$ cat src/design/nmad_pkg.sv
`timescale 1ns / 1ps
// ----------------------------------------------------------------------------
// nmad_pkg
// Shared types and constants for the 3x3 max neighbour difference block.
// ----------------------------------------------------------------------------
package nmad_pkg;

  localparam int PIX_W  = 12;  // three masked nibbles, one per channel
  localparam int ROW_W  = 12;
  localparam int COLC_W = 12;  // column counter, holds any width - 1
  localparam int QDEPTH = 4;
  localparam int QCNT_W = 3;

  localparam logic [7:0] CHAN_MASK = 8'hF0;
  localparam logic       OP_PIXEL  = 1'b0;
  localparam logic       OP_DRAIN  = 1'b1;
  localparam logic       REG_WIDTH  = 1'b0;
  localparam logic       REG_HEIGHT = 1'b1;

  typedef logic [PIX_W-1:0] pix_t;

  typedef struct packed {
    pix_t top;
    pix_t mid;
    pix_t bot;
  } wcol_t;

  // one classified item on its way from the front to the back
  typedef struct packed {
    wcol_t              col_data;
    logic               first;     // column 0: refill the window
    logic               emit_mid;  // emits the pixel one column back
    logic               emit_end;  // also emits the row's last pixel
    logic               last;      // frame_last on the row-end result
    logic [COLC_W-1:0]  col;
    logic [ROW_W-1:0]   row;
  } qent_t;

endpackage

$ cat src/design/nmad_back.sv
`timescale 1ns / 1ps
// ----------------------------------------------------------------------------
// nmad_back
// 3x3 window, max neighbour difference and the result register.
// ----------------------------------------------------------------------------
module nmad_back import nmad_pkg::*; (
  input  logic              clk,
  input  logic              rst_n,
  input  logic              q_valid,
  input  qent_t             q_data,
  output logic              q_pop,
  output logic              out_valid,
  input  logic              out_stall,
  output logic [7:0]        out_energy0,
  output logic [7:0]        out_energy1,
  output logic [7:0]        out_energy2,
  output logic [11:0]       out_row,
  output logic [10:0]       out_col,
  output logic              out_frame_last
);

  wcol_t             win_r [3];  // index 2 is the newest column
  logic              pend_mid_r, pend_end_r;
  logic [COLC_W-1:0] col_r;
  logic [ROW_W-1:0]  row_r;
  logic              last_r;

  logic              out_valid_r;
  logic [7:0]        e0_r, e1_r, e2_r;
  logic [11:0]       orow_r;
  logic [10:0]       ocol_r;
  logic              olast_r;

  wcol_t             sel [3];
  logic              any, out_free, move, done;
  logic [3:0]        best [3];
  logic [3:0]        ctr, v, d;
  logic [COLC_W-1:0] ecol;

  always_comb begin
    any      = pend_mid_r || pend_end_r;
    out_free = !out_valid_r || !out_stall;
    move     = any && out_free;
    done     = !any || (move && !(pend_mid_r && pend_end_r));
    q_pop    = q_valid && done;

    // row end: the window shifted once more with its right column replicated
    sel[0] = pend_mid_r ? win_r[0] : win_r[1];
    sel[1] = pend_mid_r ? win_r[1] : win_r[2];
    sel[2] = win_r[2];
    ecol   = pend_mid_r ? col_r - 1'b1 : col_r;

    for (int ch = 0; ch < 3; ch++) begin
      ctr      = sel[1].mid[4*ch +: 4];
      best[ch] = '0;
      for (int k = 0; k < 9; k++) begin
        case (k % 3)
          0:       v = sel[k/3].top[4*ch +: 4];
          1:       v = sel[k/3].mid[4*ch +: 4];
          default: v = sel[k/3].bot[4*ch +: 4];
        endcase
        d = (v > ctr) ? v - ctr : ctr - v;
        if (d > best[ch]) begin
          best[ch] = d;
        end
      end
    end
  end

  always_ff @(posedge clk) begin
    if (q_pop) begin
      if (q_data.first) begin
        win_r[0] <= q_data.col_data;
        win_r[1] <= q_data.col_data;
      end else begin
        win_r[0] <= win_r[1];
        win_r[1] <= win_r[2];
      end
      win_r[2] <= q_data.col_data;
      col_r    <= q_data.col;
      row_r    <= q_data.row;
      last_r   <= q_data.last;
    end
    if (move) begin
      e0_r    <= {best[0], 4'b0000};
      e1_r    <= {best[1], 4'b0000};
      e2_r    <= {best[2], 4'b0000};
      orow_r  <= row_r;
      ocol_r  <= ecol[10:0];
      olast_r <= !pend_mid_r && last_r;
    end
  end

  always_ff @(posedge clk) begin
    if (!rst_n) begin
      pend_mid_r  <= 1'b0;
      pend_end_r  <= 1'b0;
      out_valid_r <= 1'b0;
    end else begin
      if (q_pop) begin
        pend_mid_r <= q_data.emit_mid;
        pend_end_r <= q_data.emit_end;
      end else if (move) begin
        if (pend_mid_r) begin
          pend_mid_r <= 1'b0;
        end else begin
          pend_end_r <= 1'b0;
        end
      end
      if (move) begin
        out_valid_r <= 1'b1;
      end else if (!out_stall) begin
        out_valid_r <= 1'b0;
      end
    end
  end

  assign out_valid      = out_valid_r;
  assign out_energy0    = e0_r;
  assign out_energy1    = e1_r;
  assign out_energy2    = e2_r;
  assign out_row        = orow_r;
  assign out_col        = ocol_r;
  assign out_frame_last = olast_r;

endmodule

$ cat config.mk
export PLATFORM = sky130hd
export DESIGN_NAME = nmad_back
export DESIGN_NICKNAME = d
export VERILOG_FILES = /design/src/design/nmad_pkg.sv /design/src/design/nmad_back.sv
export SDC_FILE = /design/constraint.sdc
export NUM_CORES = 1
export LEC_CHECK = 0
export ABC_AREA = 1
export BUFFER_PORTS_ARGS = -buffer_cell sky130_fd_sc_hd__buf_2
export CORE_MARGIN = 4
export CORE_UTILIZATION = 55
export CTS_CLUSTER_DIAMETER = 80
export DETAILED_ROUTE_END_ITERATION = 10
export GPL_TIMING_DRIVEN = 0
export PLACE_DENSITY = 0.77
export REMOVE_ABC_BUFFERS = 1
export SLEW_MARGIN = 20
export SYNTH_ARGS = -nofsm -noshare
export SYNTH_HDL_FRONTEND = slang
export SYNTH_SLANG_ARGS = --single-unit
$ cat constraint.sdc
create_clock -name clk -period 10.15 [get_ports clk]
set_clock_uncertainty 0.2 [all_clocks]
set_input_delay 1.5225 -clock clk [delete_from_list [all_inputs] [get_ports clk]]
set_output_delay 1.5225 -clock clk [all_outputs]
set_load 0.02 [all_outputs]
==> results by group, run 1 <==
Critical path
  – Buf+Inv Stages, Crit Path: 7
  – Critical path capture point type: flop
  – Worst path slowest cell: o21ai_0
  – Critical path arrival: 9.89 ns
  – Crit path required time: ~10 ns
  – CP delay by family, top: simple AND/OR/NAND/NOR gates
  – Crit path max fanout: 16
  – Slowest stage delay, CP: 0.71 ns
  – Crit Path Class: flop to flop
  – Crit path launch type: flop
  – CP most frequent cell: nand2_1

Finish
  – Antenna fix cells: 0
  – Layout Utilization: about 65%
  – Synth-to-layout area growth: 16.5%
  – Fraction of final layout cells sized beyond drive strength 1: between 20 and 25%
  – Nets: approximately 2,500
  – Final instance area: ~20,000 µm²

Logic synthesis
  – Synthesis-stage register bit count: ~170
  – Yosys top cell by area: edfxtp_1
  – Most common cell in the netlist: nand2_1
  – Yosys warns: 0
  – Share of the synthesized area in the top cell type: slightly above 30%
  – Seq/Total Area, Yosys: 30.5%
  – Mapped cell area: approximately 17,000 µm²
  – Asr flop ratio synth: 0%
  – Post-synthesis cell count: ~2,000
  – Main flop type after synthesis: edfxtp_1
  – Commonest cells in the netlist: 416 x nand2_1, 301 x inv_1, 260 x o21ai_0, 226 x ha_1, 168 x edfxtp_1
  – Post-synth EDFFs: roughly 170
  – Synth area leaders: edfxtp_1 30%, ha_1 17%, nand2_1 9.3%
  – Post-synth cell types: 47
  – Mapped Avg Cell Area: 8.20 µm²

Timing
  – Min setup slack post-route: about 0.38 ns
  – Max Clk Rate: 102 MHz
  – Final setup fails: 0
  – Worst-margin pin slew: around 0.9 ns
  – Final worst path period share: 96.2%
  – Final-report max-slew violation count: 0
  – Hold Fails Final Rpt: 0
  – Fin crit period: 9.77 ns
  – Worst slew margin: 40.0%

Die
  – CORE AREA: 29,800 µm²
  – Die ar.: approximately 33,000 µm²
  – Initial core utilization: between 50% and 60%
  – # IOs: approximately 120
  – Die Wd: approximately 180 µm
  – Row Count: 63
  – Die Y: 182 µm

Drt
  – Via density per instance: roughly 5.6
  – Total routed wirelength: between 40,000 and 50,000 µm
  – First-pass DRT Iterations: 6
  – Vias: 14,600
  – First-iteration detailed-routing DRC count: 1,045
  – Drt drc: 0
  – Routed Antenna Nets: 0
  – Post-DR wirelength/cell: 16.8 µm

Clocking
  – Num CTS Buffers: 17
  – Total clock sinks: between 150 and 200
  – CTS tree: built
  – H-tree levels: 4
  – Skew-Pair Late Insertion Delay: between 0.4 and 0.5 ns
  – CTS Buffer Depth: 2
  – Register clock-pin slew on the reported worst setup and hold paths: roughly 0.080 ns
  – Root buffer cell: clkbuf_16

Global routing
  – All-layer global routing usage: about a quarter
  – Largest net degree at the start of global routing: 71
  – Global-route wire length before repair: 66,900 µm
  – Global route overflow: 0
  – Initial antenna violation count: 2
  – Vias in the first global route: about 14,000

Place
  – GPL Wtd Cong: 0.868
  – Placed Area: 17,700 µm²
  – Post-Place Worst Slack: -0.892 ns
  – I/O Buffers: roughly 100
  – Post-DP HPWL: approximately 30,000 µm

Run status
  – Status: completed

Hold path
  – Worst min path class: flop to flop

Run
  – MaxCap Viol Count: 0
logic make-up after synthesis:
| family | count (synthesis) | share of synthesized area (%) |
|---|---|---|
| AO/OA/AOI/OAI | 391 | 12.4 |
| XOR/XNOR | 68 | 3.56 |
| adder cells (fa/ha/maj) | 274 | 22.6 |
| buffers and inverters | 370 | 8.77 |
| flip-flops | 171 | 30.5 |
| multiplexers | 6 | 0.381 |
| other | 1 | 0.0224 |
| AND/OR/NAND/NOR | 759 | 21.7 |
state kept, by name, indices dropped and copies added, names as in the netlist:
signal and cells:
out_row 12, pend_end_r 1, out_frame_last 1, out_energy0 4, row_r 12, col_r 11
out_energy1 4, out_valid 1, win_r 108, last_r 1, out_energy2 4, out_col 11
pend_mid_r 1
layout by cell type, fill, tap and decap left out, types with 5 or more instances in the layout:
master     instances
o21ai_1           31
nor2_1            47
o211ai_1          13
fa_1              42
nand2_2           57
nor2_4             8
inv_1            291
xor2_1            45
buf_2            104
nand3_1          121
inv_8              5
ha_1             210
clkbuf_16         19
nand3b_1          14
or2_2             31
inv_2             20
nor2_2            13
o21ai_0          212
o21ai_4            8
nand2_4           25
nand4_1           13
a21oi_1           81
a211oi_1           8
o21ai_2           19
conb_1            12
xnor2_1           22
ha_4              12
buf_4             64
edfxtp_1         168
nand3_2            8
o21bai_1           6
fa_2               6
nand2_1          399
per-stage QoR:
step | cells | hold slack, ns | setup TNS (ns)
detailed placement | 2507 | 0.205 | -8.16
floorplan | 2000 | 0.200 | -13.15
global placement | 2494 | 0.201 | -54.88
CTS | 2547 | 0.224 | 0
finish | 2606 | 0.226 | 0
global route | 2606 | 0.229 | -1.98
final timing paths:
check / from / to / slack [ns] / cells after the start
hold reg to reg: row_r[10] / out_row[10] / 0.23 / 0
setup / recovery: pend_mid_r / out_energy1[4] / 0.38 / 60
setup reg to reg: pend_mid_r / out_energy1[4] / 0.38 / 60
hold / removal: row_r[10] / out_row[10] / 0.23 / 0
area by class of cell:
cell class | count | area [µm²]
tap | 390 | 488
clock inverter | 15 | 174
timing repair buffer | 184 | 1340
clock buffer | 17 | 425
inverter | 319 | 1220
sequential | 171 | 5110
multi-input combinational | 1510 | 10700
fill | 2455 | 10300
layer usage:
metal / track usage, % / vias up / part of all wire [%] / wire length (µm)
met3: 5.10 / 99 / 7.4 / 3250
li1: - / 7090 / - / -
met4: 7.90 / 4 / 2.8 / 1240
met5: 0 / - / 0.064 / 28
met2: 42.6 / 523 / 48 / 21200
met1: 30.9 / 6903 / 41 / 18000
repair_timing:
item | 4_1_cts | 5_1_grt
hold buffers | 0 | 0
gates resized for setup | 18 | 131
gates cloned | 1 | 2
buffers inserted | 7 | 57
pin swaps | 0 | 59
endpoints found under the setup margin | 12 | 12
Power of run 1 is left out: the tool's default activity adds up to more than one toggle a clock period on the data nets, which glitch-free logic cannot reach.
==> run 2, diff against run 1 <==
--- a/config.mk
+++ b/config.mk
@@ -10,9 +10,11 @@
 export CORE_MARGIN = 4
 export CORE_UTILIZATION = 55
 export CTS_CLUSTER_DIAMETER = 80
+export CTS_CLUSTER_SIZE = 8
 export DETAILED_ROUTE_END_ITERATION = 10
 export GPL_TIMING_DRIVEN = 0
-export PLACE_DENSITY = 0.77
+export MAX_ROUTING_LAYER = met4
+export PLACE_DENSITY = 0.74
 export REMOVE_ABC_BUFFERS = 1
 export SLEW_MARGIN = 20
 export SYNTH_ARGS = -nofsm -noshare
==> constraint.sdc (replaced) <==
create_clock -name clk -period 11.93 [get_ports clk]
set_clock_uncertainty 0.2 [all_clocks]
set_input_delay 1.7895 -clock clk [delete_from_list [all_inputs] [get_ports clk]]
set_output_delay 1.7895 -clock clk [all_outputs]
set_load 0.02 [all_outputs]
==> results by group, run 2 (synthesis results as in run 1) <==
Critical path
  – Crit path launch type: flop
  – R2R Setup Slk: 1.12 ns (+0.73 ns)
  – Reg-to-Reg End: out_energy2[4]
  – Critical path arrival: 10.92 ns (+1.03 ns)
  – Buf+Inv Stages, Crit Path: 7 (unchanged)
  – CP most frequent cell: nand2_1
  – CP delay by family, top: simple AND/OR/NAND/NOR gates
  – Crit Path Class: flop to flop
  – R2R cell count: 61 (+1.7%)
  – Worst path slowest cell: o21ai_2
  – Slowest stage delay, CP: 0.60 ns (-0.11 ns)
  – Crit path required time: 12.04 ns (+1.77 ns)
  – Critical path depth: 61 (+1.7%)
  – Crit path max fanout: 72 (+56)
  – Worst reg2reg startpoint: pend_mid_r
  – Critical path capture point type: flop

Clocking
  – H-tree levels: 4 (unchanged)
  – Num CTS Buffers: 17 (unchanged)
  – Total clock sinks: 171 (unchanged)
  – Skew-Pair Late Insertion Delay: 0.45 ns (about the same)
  – CTS tree: built
  – CTS Buffer Depth: 2 (unchanged)
  – Register clock-pin slew on the reported worst setup and hold paths: 0.09 ns (about the same)
  – Root buffer cell: clkbuf_16

Die
  – Row Count: 63 (unchanged)
  – Die Y: 182 µm (unchanged)
  – # IOs: 118 (unchanged)
  – Die Wd: 182 µm (unchanged)
  – Die ar.: 33,300 µm² (unchanged)
  – CORE AREA: 29,800 µm² (unchanged)
  – Initial core utilization: 56.1% (unchanged)

Finish
  – Nets: 2,478 (-2.6%)
  – Max reg flops: 108 (unchanged)
  – Synth-to-layout area growth: 10.1%
  – Register area: 5110 µm² (unchanged)
  – Most flop-heavy register: win_r
  – Commonest non-fill, non-tap cell in the layout: nand2_1
  – Fill count: 2,604 (+6.1%)
  – Fraction of final layout cells sized beyond drive strength 1: 14.6% (-5.9 points)
  – Multi-input logic area: 10,200 µm² (-4.6%)
  – Commonest non-fill, non-tap cells in the layout: 415 x nand2_1, 297 x inv_1, 248 x o21ai_0

Global routing
  – Global route overflow: 0 (unchanged)
  – Vias in the first global route: 13,600 (-2.9%)
  – Global-route wire length before repair: 64,300 µm (-3.9%)
  – Largest net degree at the start of global routing: 73 (+2.8%)
  – All-layer global routing usage: 24.0% (-0.62 points)
  – Initial antenna violation count: 1 (-1)

Drt
  – Via density per instance: 5.43 (-3.1%)
  – Total routed wirelength: 38,500 µm (-12%)
  – First-pass DRT Iterations: 7 (+1)
  – First-iteration detailed-routing DRC count: 761 (-27%)
  – Drt drc: 0 (unchanged)
  – Post-DR wirelength/cell: 15.1 µm (-9.8%)
  – Routed Antenna Nets: 0 (unchanged)
  – Vias: 13,800 (-5.6%)

Timing
  – Worst-margin pin slew: 0.896 ns (+0.00519 ns)
  – Final setup fails: 0 (unchanged)
  – Max Clk Rate: 92.5 MHz (-9.7%)
  – RSZ-0062 raised after global routing: no
  – Fin crit period: 10.81 ns (+1.05 ns)
  – Final-report max-slew violation count: 0 (unchanged)
  – Final worst path period share: 90.6% (-5.6 points)
  – Hold Fails Final Rpt: 0 (unchanged)
  – Hold_ws: 0.222 ns (-0.00358 ns)
  – Worst slew margin: 39.8% (-0.12 points)

Run
  – MaxCap Viol Count: 0 (unchanged)

Run status
  – Status: completed

Place
  – GPL Wtd Cong: 0.884 (+1.9%)
  – I/O Buffers: 104 (unchanged)
  – Post-DP HPWL: 29,500 µm (-1.4%)

Hold path
  – Hold path cells: 0 (unchanged)
  – Worst min path class: flop to flop
  – Hold Path Sink: out_row[9]
  – Min-delay src: row_r[9]
run 2: repair_timing:
action	CTS	global route
resized for setup	0	3
buffers inserted	0	1
setup endpoints to repair	0	4
hold buffers	0	0
run 2: stage by stage:
stage	area (µm²)	setup TNS, ns	instances	setup slack [ns]	util, %
finish	18400	0	2541	1.12	61.8
global route	18400	0	2540	0.0646	61.8
CTS	18400	0	2538	0.935	61.7
detailed placement	17700	0	2506	0.947	59.5
global placement	17500	-31.58	2494	-2.85	58.8
floorplan	16500	0	2000	0.515	-
run 2: worst max-delay path by stage:
| stage | slack [ns] | start | to |
|---|---|---|---|
| floorplan | 0.51 | pend_mid_r | out_energy2[4] |
| global placement | -2.85 | pend_mid_r | out_energy0[4] |
| detailed placement | 0.95 | pend_mid_r | out_energy0[4] |
| CTS | 0.94 | pend_mid_r | out_energy0[4] |
| global route | 0.06 | pend_mid_r | out_energy0[4] |
| finish | 1.12 | pend_mid_r | out_energy2[4] |
run 2: layout make-up:
type                    count  share of cell area [%]
well taps                 390                    2.65
clock inverters            15                    1.22
multi-input cells        1510                    55.6
inverters                 319                    6.52
diodes                      2                  0.0272
clock buffers              17                    2.31
flip-flops and latches    171                    27.7
repair buffers            117                    3.93
run 2: routing by layer:
layer	GRT usage, %	up-vias	routed length [µm]
li1	-	6952	-
met2	41.7	364	19000
met1	30.0	6447	17000
met4	5.52	0	580
met3	3.15	44	1930
met5	-	-	0
Power of run 2 is left out for the same reason.
