<file path="src/design/nmad_pkg.sv">
`timescale 1ns / 1ps
// ----------------------------------------------------------------------------
// nmad_pkg
// Shared types and constants for the 3x3 max neighbour difference block.
// ----------------------------------------------------------------------------
package nmad_pkg;

  localparam int PIX_W  = 12;  // three masked nibbles, one per channel
  localparam int ROW_W  = 12;
  localparam int COLC_W = 12;  // column counter, holds any width - 1
  localparam int QDEPTH = 4;
  localparam int QCNT_W = 3;

  localparam logic [7:0] CHAN_MASK = 8'hF0;
  localparam logic       OP_PIXEL  = 1'b0;
  localparam logic       OP_DRAIN  = 1'b1;
  localparam logic       REG_WIDTH  = 1'b0;
  localparam logic       REG_HEIGHT = 1'b1;

  typedef logic [PIX_W-1:0] pix_t;

  typedef struct packed {
    pix_t top;
    pix_t mid;
    pix_t bot;
  } wcol_t;

  // one classified item on its way from the front to the back
  typedef struct packed {
    wcol_t              col_data;
    logic               first;     // column 0: refill the window
    logic               emit_mid;  // emits the pixel one column back
    logic               emit_end;  // also emits the row's last pixel
    logic               last;      // frame_last on the row-end result
    logic [COLC_W-1:0]  col;
    logic [ROW_W-1:0]   row;
  } qent_t;

endpackage

</file>
<file path="src/design/nmad_fifo.sv">
`timescale 1ns / 1ps
// ----------------------------------------------------------------------------
// nmad_fifo
// Short queue of classified items between front and back.
// ----------------------------------------------------------------------------
module nmad_fifo import nmad_pkg::*; (
  input  logic              clk,
  input  logic              rst_n,
  input  logic              push,
  input  qent_t             push_data,
  input  logic              pop,
  output logic              pop_valid,
  output qent_t             pop_data,
  output logic [QCNT_W-1:0] count
);

  localparam int PW = $clog2(QDEPTH);

  qent_t             mem_r [QDEPTH];
  logic [PW-1:0]     wp_r, rp_r;
  logic [QCNT_W-1:0] cnt_r;
  logic              do_pop;

  assign pop_valid = (cnt_r != '0);
  assign pop_data  = mem_r[rp_r];
  assign count     = cnt_r;
  assign do_pop    = pop && pop_valid;

  always_ff @(posedge clk) begin
    if (push) begin
      mem_r[wp_r] <= push_data;
    end
  end

  always_ff @(posedge clk) begin
    if (!rst_n) begin
      wp_r  <= '0;
      rp_r  <= '0;
      cnt_r <= '0;
    end else begin
      if (push) begin
        wp_r <= wp_r + 1'b1;
      end
      if (do_pop) begin
        rp_r <= rp_r + 1'b1;
      end
      cnt_r <= cnt_r + QCNT_W'(push) - QCNT_W'(do_pop);
    end
  end

endmodule

</file>
<file path="config.mk">
export PLATFORM = sky130hd
export DESIGN_NAME = nmad_fifo
export DESIGN_NICKNAME = d
export VERILOG_FILES = /design/src/design/nmad_pkg.sv /design/src/design/nmad_fifo.sv
export SDC_FILE = /design/constraint.sdc
export NUM_CORES = 1
export LEC_CHECK = 0
export BUFFER_PORTS_ARGS = -buffer_cell sky130_fd_sc_hd__buf_2
export CAP_MARGIN = 40
export CELL_PAD_IN_SITES_DETAIL_PLACEMENT = 1
export CELL_PAD_IN_SITES_GLOBAL_PLACEMENT = 1
export CORE_MARGIN = 2
export CORE_UTILIZATION = 54
export CTS_CLUSTER_SIZE = 30
export DETAILED_ROUTE_END_ITERATION = 8
export GPL_ROUTABILITY_DRIVEN = 0
export PLACE_DENSITY = 0.83
export SETUP_SLACK_MARGIN = 0.02
export SLEW_MARGIN = 40
export SYNTH_ARGS = -nofsm -noshare
export SYNTH_HDL_FRONTEND = slang
export SYNTH_SLANG_ARGS = --single-unit
</file>
<file path="constraint.sdc">
create_clock -name clk -period 6.2 [get_ports clk]
set_input_delay 0.62 -clock clk [delete_from_list [all_inputs] [get_ports clk]]
set_output_delay 0.62 -clock clk [all_outputs]
set_load 0.02 [all_outputs]
</file>
==> qor.yml, run 1 <==
synth_area_per_cell_um2: 25.9
ios: 136
drtAntennaViolNets: 0
fin_cells: 785
die_w_um: 139
ys_warn_count: 0
ys_types: 21
mostFrequentLayoutCell: "edfxtp_1"
ff2ff_setup_slack_ns: 4.12
final_cell_mix: "edfxtp_1, buf_2, mux4_2"
powerDensity_nw_per_um2: 386
place_inst: 739
drv_slew: 0
crit_slowest_cell: "dfxtp_4"
cts_resized: 0
remaining_drc_errors: 0
grt_pass1_wl_um: 29700
firstDrtPassIters: 4
dr.first_iter.drc_count: 276
grt_antenna_before_repair: 1
cp-end-kind: "primary output"
drive_gt1_share_pct: 44.4
fin_worst_skew_ns: 0.00678
grt_overflow: 0
rows: 49
setup_tns_ns: 0
clk_path_buf_depth: 3
root_buffer: "clkbuf_16"
cts_sinks: 265
total_leakage_power_nw: 3.96
grt_pass1_vias: 5071
n_antenna_cell: 0
drv_cap: 0
cp_cell_sequence: "buf_6 -> mux4_2 -> buf_2"
clk_latency_ns: 0.51
dp_hpwl_um: 12300
tightest_slew_ns: 0.603
postCtsSetupBuffers: 0
holdWs_ns: 0.326
fmax_mhz: 305
slowest_delay_ns: 0.74
post_drt_via_cell_ratio: 5.65
hold_viol: 0
setup_violations: 0
min_period_over_period_pct: 52.9
holdBufCountCts: 0
core_um2: 17800
yosysSeqAreaShare_pct: 80.5
rsz0062_at_grt: "no"
critPathMaxFanout: 36
syn2layout_area_growth_pct: 19.0
ys_seq_elements: 265
vdd_drop_max_v: 0.000260
crit_type: "register to primary output"
die_y_um: 139
status: "finished clean"
track_usage_pct: 20.6
relSlewSlack_pct: 59.8
fin_crit_ns: 3.28
fin_nets: 614
io_buffers: 135
cts_tree: "done"
wire_per_inst_um: 24.4
h-tree-depth: 1
hold_class: "input pin to register"
synth_cells: 378
synth_fp_nets: 453
start_kind: "register"
vias: 4435
die_area_um2: 19200
syn_area_um2: 9780
start_util_pct: 54.8
cp.required_ns: 5.58
drt-total-wl_um: 19100
cp.arrival_ns: 2.66
cts_buffers: 27
preCtsSetupSlack_ns: 3.15
clk_pin_slew_ns: 0.06
grt_max_degree: 37
finalWorstSetupSlack_ns: 2.92
per-stage QoR:
step / power [mW] / instance area, µm² / util (%)
after floorplan: 2.81 / 9780 / -
final: 4.50 / 11600 / 65.2
after global routing: 4.67 / 11600 / 65.2
after global placement: 3.00 / 10600 / 59.4
after detailed placement: 3.07 / 10800 / 60.7
after CTS: 4.55 / 11600 / 65.2
path summary, 6_finish.rpt:
check | start | endpoint | cells past startpoint
max reg2reg | count[1] | count[2] | 7
max | register | pop_data[43] | 3
min | push_data[49] | mem_r[1][49] | 1
min reg2reg | rp_r[1] | register | 2
metal layers:
layer / GRT usage [%] / part of all wire [%] / vias to the layer above
li1: - / - / 1932
met1: 26.4 / 39 / 2327
met2: 36.0 / 53 / 145
met3: 4.56 / 5.7 / 29
met4: 5.69 / 1.7 / 2
met5: 0 / 0.063 / -
cells in the mapped netlist:
cell	n	area, µm²
and2_1	8	50.1
buf_12	6	120
buf_2	6	30.0
buf_6	1	11.3
clkbuf_2	1	5.00
dfxtp_1	9	180
edfxtp_1	256	7690
fa_1	1	20.0
ha_1	6	75.1
inv_1	6	22.5
mux2i_1	4	40.0
mux4_1	4	105
mux4_2	60	1350
nand2_1	2	7.51
nand2b_1	2	12.5
nor2b_1	1	6.26
o311ai_0	1	8.76
o31a_1	1	8.76
or3_1	1	6.26
xnor3_1	1	22.5
xor2_1	1	8.76
power breakdown:
part / switching (mW) / internal (mW) / total [mW]
Clock: 0.609 / 0.874 / 1.48
Combinational: 0.470 / 0.395 / 0.865
Sequential: 0.0814 / 2.07 / 2.15
layout make-up:
cell class	count	area (µm²)
Timing Repair Buffer	146	910
Clock buffer	32	694
Inverter	6	22.5
Tap cell	229	287
Multi-Input combinational cell	93	1730
Clock inverter	14	118
Sequential cell	265	7880
Fill cell	1433	6200
worst max-delay path: cells and delay by family (launching register included):
kind	cells	cell delay, ns
mux	1	0.62
buf+inv	2	0.71
flops	1	0.74
flip-flops by register name (all words and copies together), names as in the netlist, named ones only:
register and flops:
mem_r 256, wp_r 2, count 3, rp_r 2
kinds of logic after synthesis:
family                   Yosys count  share of synthesized area (%)
AO/OA/AOI/OAI                      2                          0.179
XOR/XNOR                           2                          0.320
adder cells (fa/ha/maj)            7                          0.972
buffers and inverters             20                           1.93
flip-flops                       265                           80.5
multiplexers                      68                           15.3
AND/OR/NAND/NOR                   14                          0.845
Power figures use the tool's default switching activity.
==> inputs of run 2 (changes only) <==
CORE_UTILIZATION = 50   (was 54)
PLACE_DENSITY = 0.78   (was 0.83)
clock period = 3.3 ns   (was 6.2 ns; I/O delays follow)
==> run 2 against run 1 <==
Effect of this change: cell count is 5.9% higher; register-to-register slack worse by 2.9 ns; sequential power is 87% higher; non-clock buffer count is 5 higher; die area is 7.8% higher; via count is 0.99% lower; sequential share of layout area is 0.29 points lower; global-route usage is 2.3 points lower; combinational power is 90% higher.
==> qor.yml, run 2 (synthesized netlist as in run 1, its figures left out) <==
status: "finished clean"  # unchanged
setup_tns_ns: 0  # unchanged
clk_path_buf_depth: 3  # unchanged
grt_pass1_wl_um: 27900  # was 29700 µm
drive_gt1_share_pct: 43.9  # was 44.4%
clk_pin_slew_ns: 0.06  # about the same
grt_antenna_before_repair: 1  # unchanged
total_leakage_power_nw: 3.97  # was 3.96 nW
holdWs_ns: 0.0178  # was 0.326 ns
finalWorstSetupSlack_ns: 0.630  # was 2.92 ns
vias: 4391  # was 4435
start_kind: "register"  # unchanged
remaining_drc_errors: 0  # unchanged
cts_buffers: 27  # unchanged
hold_class: "input pin to register"  # unchanged
fin_worst_skew_ns: 0.0169  # was 0.00678 ns
vdd_drop_max_v: 0.000416  # was 0.000260 V
slowest_delay_ns: 0.74  # about the same
cts_sinks: 265  # unchanged
drt-total-wl_um: 18300  # was 19100 µm
setup_violations: 0  # unchanged
mostFrequentLayoutCell: "edfxtp_1"  # unchanged
tightest_slew_ns: 0.621  # was 0.603 ns
rows: 51  # was 49
ios: 136  # unchanged
cp_cell_sequence: "buf_4 -> mux4_2 -> buf_2"  # was buf_6 -> mux4_2 -> buf_2
top_register: "mem_r"  # unchanged
relSlewSlack_pct: 58.6  # was 59.8%
wire_per_inst_um: 22.0  # was 24.4 µm
drv_slew: 0  # unchanged
preCtsSetupSlack_ns: 1.10  # was 3.15 ns
p_total_mw: 8.35  # was 4.50 mW
die_area_um2: 20700  # was 19200 µm²
dr.first_iter.drc_count: 236  # was 276
fmax_mhz: 375
io_buffers: 135  # unchanged
critPathMaxFanout: 30  # was 36
rsz0062_at_grt: "no"  # unchanged
root_buffer: "clkbuf_16"  # unchanged
h-tree-depth: 1  # unchanged
cts_tree: "done"  # unchanged
post_drt_via_cell_ratio: 5.28  # was 5.65
clk_latency_ns: 0.53  # was 0.51 ns
die_y_um: 144  # was 139 µm
die_w_um: 144  # was 139 µm
final_cell_mix: "edfxtp_1, buf_2, mux4_2"  # unchanged
drv_cap: 0  # unchanged
core_um2: 19300  # was 17800 µm²
cp.required_ns: 2.97  # was 5.58 ns
grt_overflow: 0  # unchanged
dp_hpwl_um: 11600  # was 12300 µm
hold_viol: 0  # unchanged
largest_register_ffs: 256  # unchanged
min_period_over_period_pct: 80.9
grt_pass1_vias: 4893  # was 5071
cp.arrival_ns: 2.34  # was 2.66 ns
powerDensity_nw_per_um2: 714  # was 386 nW/µm²
crit_slowest_cell: "dfxtp_4"  # unchanged
cts_resized: 0  # unchanged
fin_nets: 619  # was 614
fin_crit_ns: 2.67
start_util_pct: 50.6  # was 54.8%
cp-end-kind: "primary output"  # unchanged
drtAntennaViolNets: 0  # unchanged
firstDrtPassIters: 4  # unchanged
track_usage_pct: 18.2  # was 20.6%
grt_max_degree: 36  # was 37
crit_type: "register to primary output"  # unchanged
syn2layout_area_growth_pct: 19.5  # was 19.0%
==> run 2: timing repair <==
action                    4_1_cts  5_1_grt
hold endpoints to repair       14        0
buffers inserted                0        0
hold buffers                    4        0
==> run 2: power breakdown <==
part	total [mW]	internal [mW]	switching [mW]
registers	4.03	3.88	0.144
clock network	2.68	1.50	1.19
logic	1.64	0.762	0.876
total	8.35	6.14	2.21
==> run 2: layout make-up <==
type | instances | area [µm²]
Multi-Input combinational cell | 93 | 1730
Antenna cell | 1 | 2.50
Clock buffer | 33 | 698
Clock inverter | 17 | 80.1
Fill cell | 1643 | 7650
Inverter | 6 | 22.5
Timing Repair Buffer | 151 | 946
Tap cell | 265 | 332
Sequential cell | 265 | 7880
==> run 2: stage by stage <==
stage               instances  instance area [µm²]  util [%]
floorplan                 378                 9780         -
global placement          767                10700      55.2
detailed placement        776                10900      56.2
CTS                       830                11700      60.4
global route              830                11700      60.4
finish                    831                11700      60.5
==> run 2: path summary, 6_finish.rpt <==
kind / from / to / slack, ns / depth (start not counted)
min reg2reg: rp_r[0] / register / 0.50 / 2
max: register / pop_data[57] / 0.63 / 3
min: push_data[10] / mem_r[3][10] / 0.02 / 1
max reg2reg: count[1] / count[2] / 1.21 / 7
==> run 2: per-layer routing <==
| metal | up-vias | GRT usage, % | part of all wire [%] |
|---|---|---|---|
| li1 | 1955 | - | - |
| met1 | 2271 | 24.5 | 42 |
| met2 | 135 | 31.1 | 50 |
| met3 | 30 | 3.33 | 5.8 |
| met4 | 0 | 4.85 | 1.8 |
| met5 | - | 0 | 0 |
==> run 2: critical path, delay by kind of cell (launching register included) <==
family / cells / cell delay (ns)
buf+inv: 2 / 0.52
mux: 1 / 0.53
flops: 1 / 0.74
==> inputs of run 3 (changes only) <==
CORE_UTILIZATION = 45   (was 50)
PLACE_DENSITY = 0.74   (was 0.78)
clock period = 2.14 ns   (was 3.3 ns; I/O delays follow)
==> run 3 against run 2 <==
Effect of this change: the flow now finishes with violations (setup timing); worst setup slack worse by 0.63 ns; cell area up 11%; die area up 11%; clock-buffer cell count decreased by 3; critical path type unchanged; critical endpoint is now pop_data[5]; largest cell class unchanged.
==> qor.yml, run 3 (synthesized netlist as in run 1, its figures left out) <==
status: "complete, but fails checks"  # was finished clean
violations: "setup timing"
firstDrtPassIters: 4  # unchanged
mostFrequentLayoutCell: "edfxtp_1"  # unchanged
cp.required_ns: 1.93  # was 2.97 ns
clk_pin_slew_ns: 0.06  # about the same
fmax_mhz: 467
dp_hpwl_um: 12000  # was 11600 µm
die_y_um: 151  # was 144 µm
drt-total-wl_um: 21200  # was 18300 µm
met1_usage_pct: 23.7  # was 24.5%
io_buffers: 135  # unchanged
cts_sinks: 265  # unchanged
relSlewSlack_pct: 66.8  # was 58.6%
final_cell_mix: "edfxtp_1, buf_2, dlygate4sd3_1"  # was edfxtp_1, buf_2, mux4_2
drive_gt1_share_pct: 42.7  # was 43.9%
grt_overflow: 0  # unchanged
cts_buffers: 27  # unchanged
grt_pass1_vias: 5305  # was 4893
vdd_drop_max_v: 0.000833  # was 0.000416 V
post_drt_via_cell_ratio: 5.24  # was 5.28
remaining_drc_errors: 0  # unchanged
cts_tree: "done"  # unchanged
nFillCells: 1765  # was 1643
start_util_pct: 46.2  # was 50.6%
r2r_end: "count[2]"  # unchanged
h-tree-depth: 1  # unchanged
preCtsSetupSlack_ns: 0.0907  # was 1.10 ns
top_register: "mem_r"  # unchanged
fin_crit_ns: 2.14
clk_path_buf_depth: 3  # unchanged
grt_antenna_before_repair: 1  # unchanged
start_kind: "register"  # unchanged
drv_cap: 0  # unchanged
clk_latency_ns: 0.53  # about the same
busiest_layer: "met2"  # unchanged
die_w_um: 151  # was 144 µm
grtUsageMet2_pct: 31.6  # was 31.1%
hold-path-cell-count: 2  # was 1
whs_endpoint: "count[1]"  # was mem_r[3][10]
critPathMaxFanout: 7  # was 30
hold_viol: 0  # unchanged
cp.arrival_ns: 1.93  # was 2.34 ns
ff2ff_path_depth: 7  # unchanged
grt_max_degree: 41  # was 36
total_leakage_power_nw: 4.50  # was 3.97 nW
holdWs_ns: 0.0179  # was 0.0178 ns
hp-start: "rst_n"  # was push_data[10]
fin_nets: 703  # was 619
dr.first_iter.drc_count: 233  # was 236
setup_violations: 2  # was 0
wire_per_inst_um: 23.1  # was 22.0 µm
min_period_over_period_pct: 100
use_met3_pct: 3.04  # was 3.33%
tightest_slew_ns: 0.492  # was 0.621 ns
largest_register_ffs: 256  # unchanged
ff2ff_setup_slack_ns: 0.09  # was 1.21 ns
syn2layout_area_growth_pct: 32.3  # was 19.5%
ios: 136  # unchanged
hold_class: "input pin to register"  # unchanged
drv_slew: 0  # unchanged
drtAntennaViolNets: 0  # unchanged
crit_type: "register to primary output"  # unchanged
rr_startpoint: "count[2]"  # was count[1]
powerDensity_nw_per_um2: 1100  # was 714 nW/µm²
rows: 53  # was 51
die_area_um2: 22900  # was 20700 µm²
finalWorstSetupSlack_ns: -0.00296  # was 0.630 ns
grt_pass1_wl_um: 30900  # was 27900 µm
rsz0062_at_grt: "yes"  # was no
cp-end-kind: "primary output"  # unchanged
fin_worst_skew_ns: 0.00997  # was 0.0169 ns
core_um2: 21200  # was 19300 µm²
vias: 4822  # was 4391
track_usage_pct: 18.1  # was 18.2%
root_buffer: "clkbuf_16"  # unchanged
[run 3: changes by cell type in the layout (fill, tap and decap cells not counted), moves of 3 or more]
| cell | delta |
|---|---|
| buf_12 | +4 |
| buf_2 | -49 |
| buf_4 | +14 |
| buf_6 | +52 |
| bufinv_16 | +3 |
| clkbuf_1 | -3 |
| clkbuf_16 | +4 |
| clkinv_2 | -3 |
| dlygate4sd3_1 | +60 |
| mux4_1 | -3 |
| mux4_2 | +3 |
[run 3: power by group]
group	switching [mW]	leakage, nW	internal (mW)
clock network	1.84	0.410	2.65
logic	1.73	1.66	1.95
registers	0.114	2.43	5.99
total	3.69	4.50	10.6
[run 3: layer usage]
metal | vias up | part of all wire, % | wire length, µm
met5 | - | 0 | 0
met4 | 0 | 1.7 | 352
met3 | 26 | 4.4 | 939
met2 | 128 | 53 | 11200
met1 | 2554 | 41 | 8760
li1 | 2114 | - | -
[run 3: what timing repair did]
item / 4_1_cts / 5_1_grt
endpoints found under the hold margin: 256 / 0
setup endpoints to repair: 57 / 55
hold buffers: 64 / 0
gates resized for setup: 26 / 88
buffers inserted: 8 / 6
pin swaps: 0 / 1
gates cloned: 0 / 5
[run 3: worst max path at each step]
stage	depth (start not counted)	slack [ns]	from	end
detailed placement	7	0.09	count[1]	count[2]
CTS	3	-0.06	register	pop_data[42]
global placement	7	0.17	count[1]	count[2]
finish	5	-0.003	register	pop_data[5]
global route	5	-0.06	register	pop_data[10]
floorplan	7	0.11	count[1]	count[2]
[run 3: through the flow]
stage                     instances  utilization (%)  cell area (µm²)  setup TNS [ns]  power (mW)
final                           920             61.1            12900        -0.00504        14.3
after global placement          791             51.4            10900               0        8.82
after detailed placement        791             51.4            10900               0        8.95
after floorplan                 378                -             9780               0        8.14
after CTS                       908             59.2            12500          -0.689        13.8
after global routing            919             61.1            12900           -1.22        14.8
[run 3: area by class of cell]
cell class	instances	area (µm²)	area share, %
flip-flops and latches	265	7880	60.9
multi-input cells	93	1720	13.3
clock inverters	15	149	1.15
inverters	6	22.5	0.174
clock buffers	30	687	5.31
diodes	1	2.50	0.0193
repair buffers	235	2130	16.5
well taps	275	344	2.66
[run 3: critical path, cell delays in order, from the launching register on]
cell     delay (ns)
dfxtp_4        0.38
buf_6          0.12
buf_12         0.13
buf_12         0.11
mux4_2         0.51
buf_6          0.15
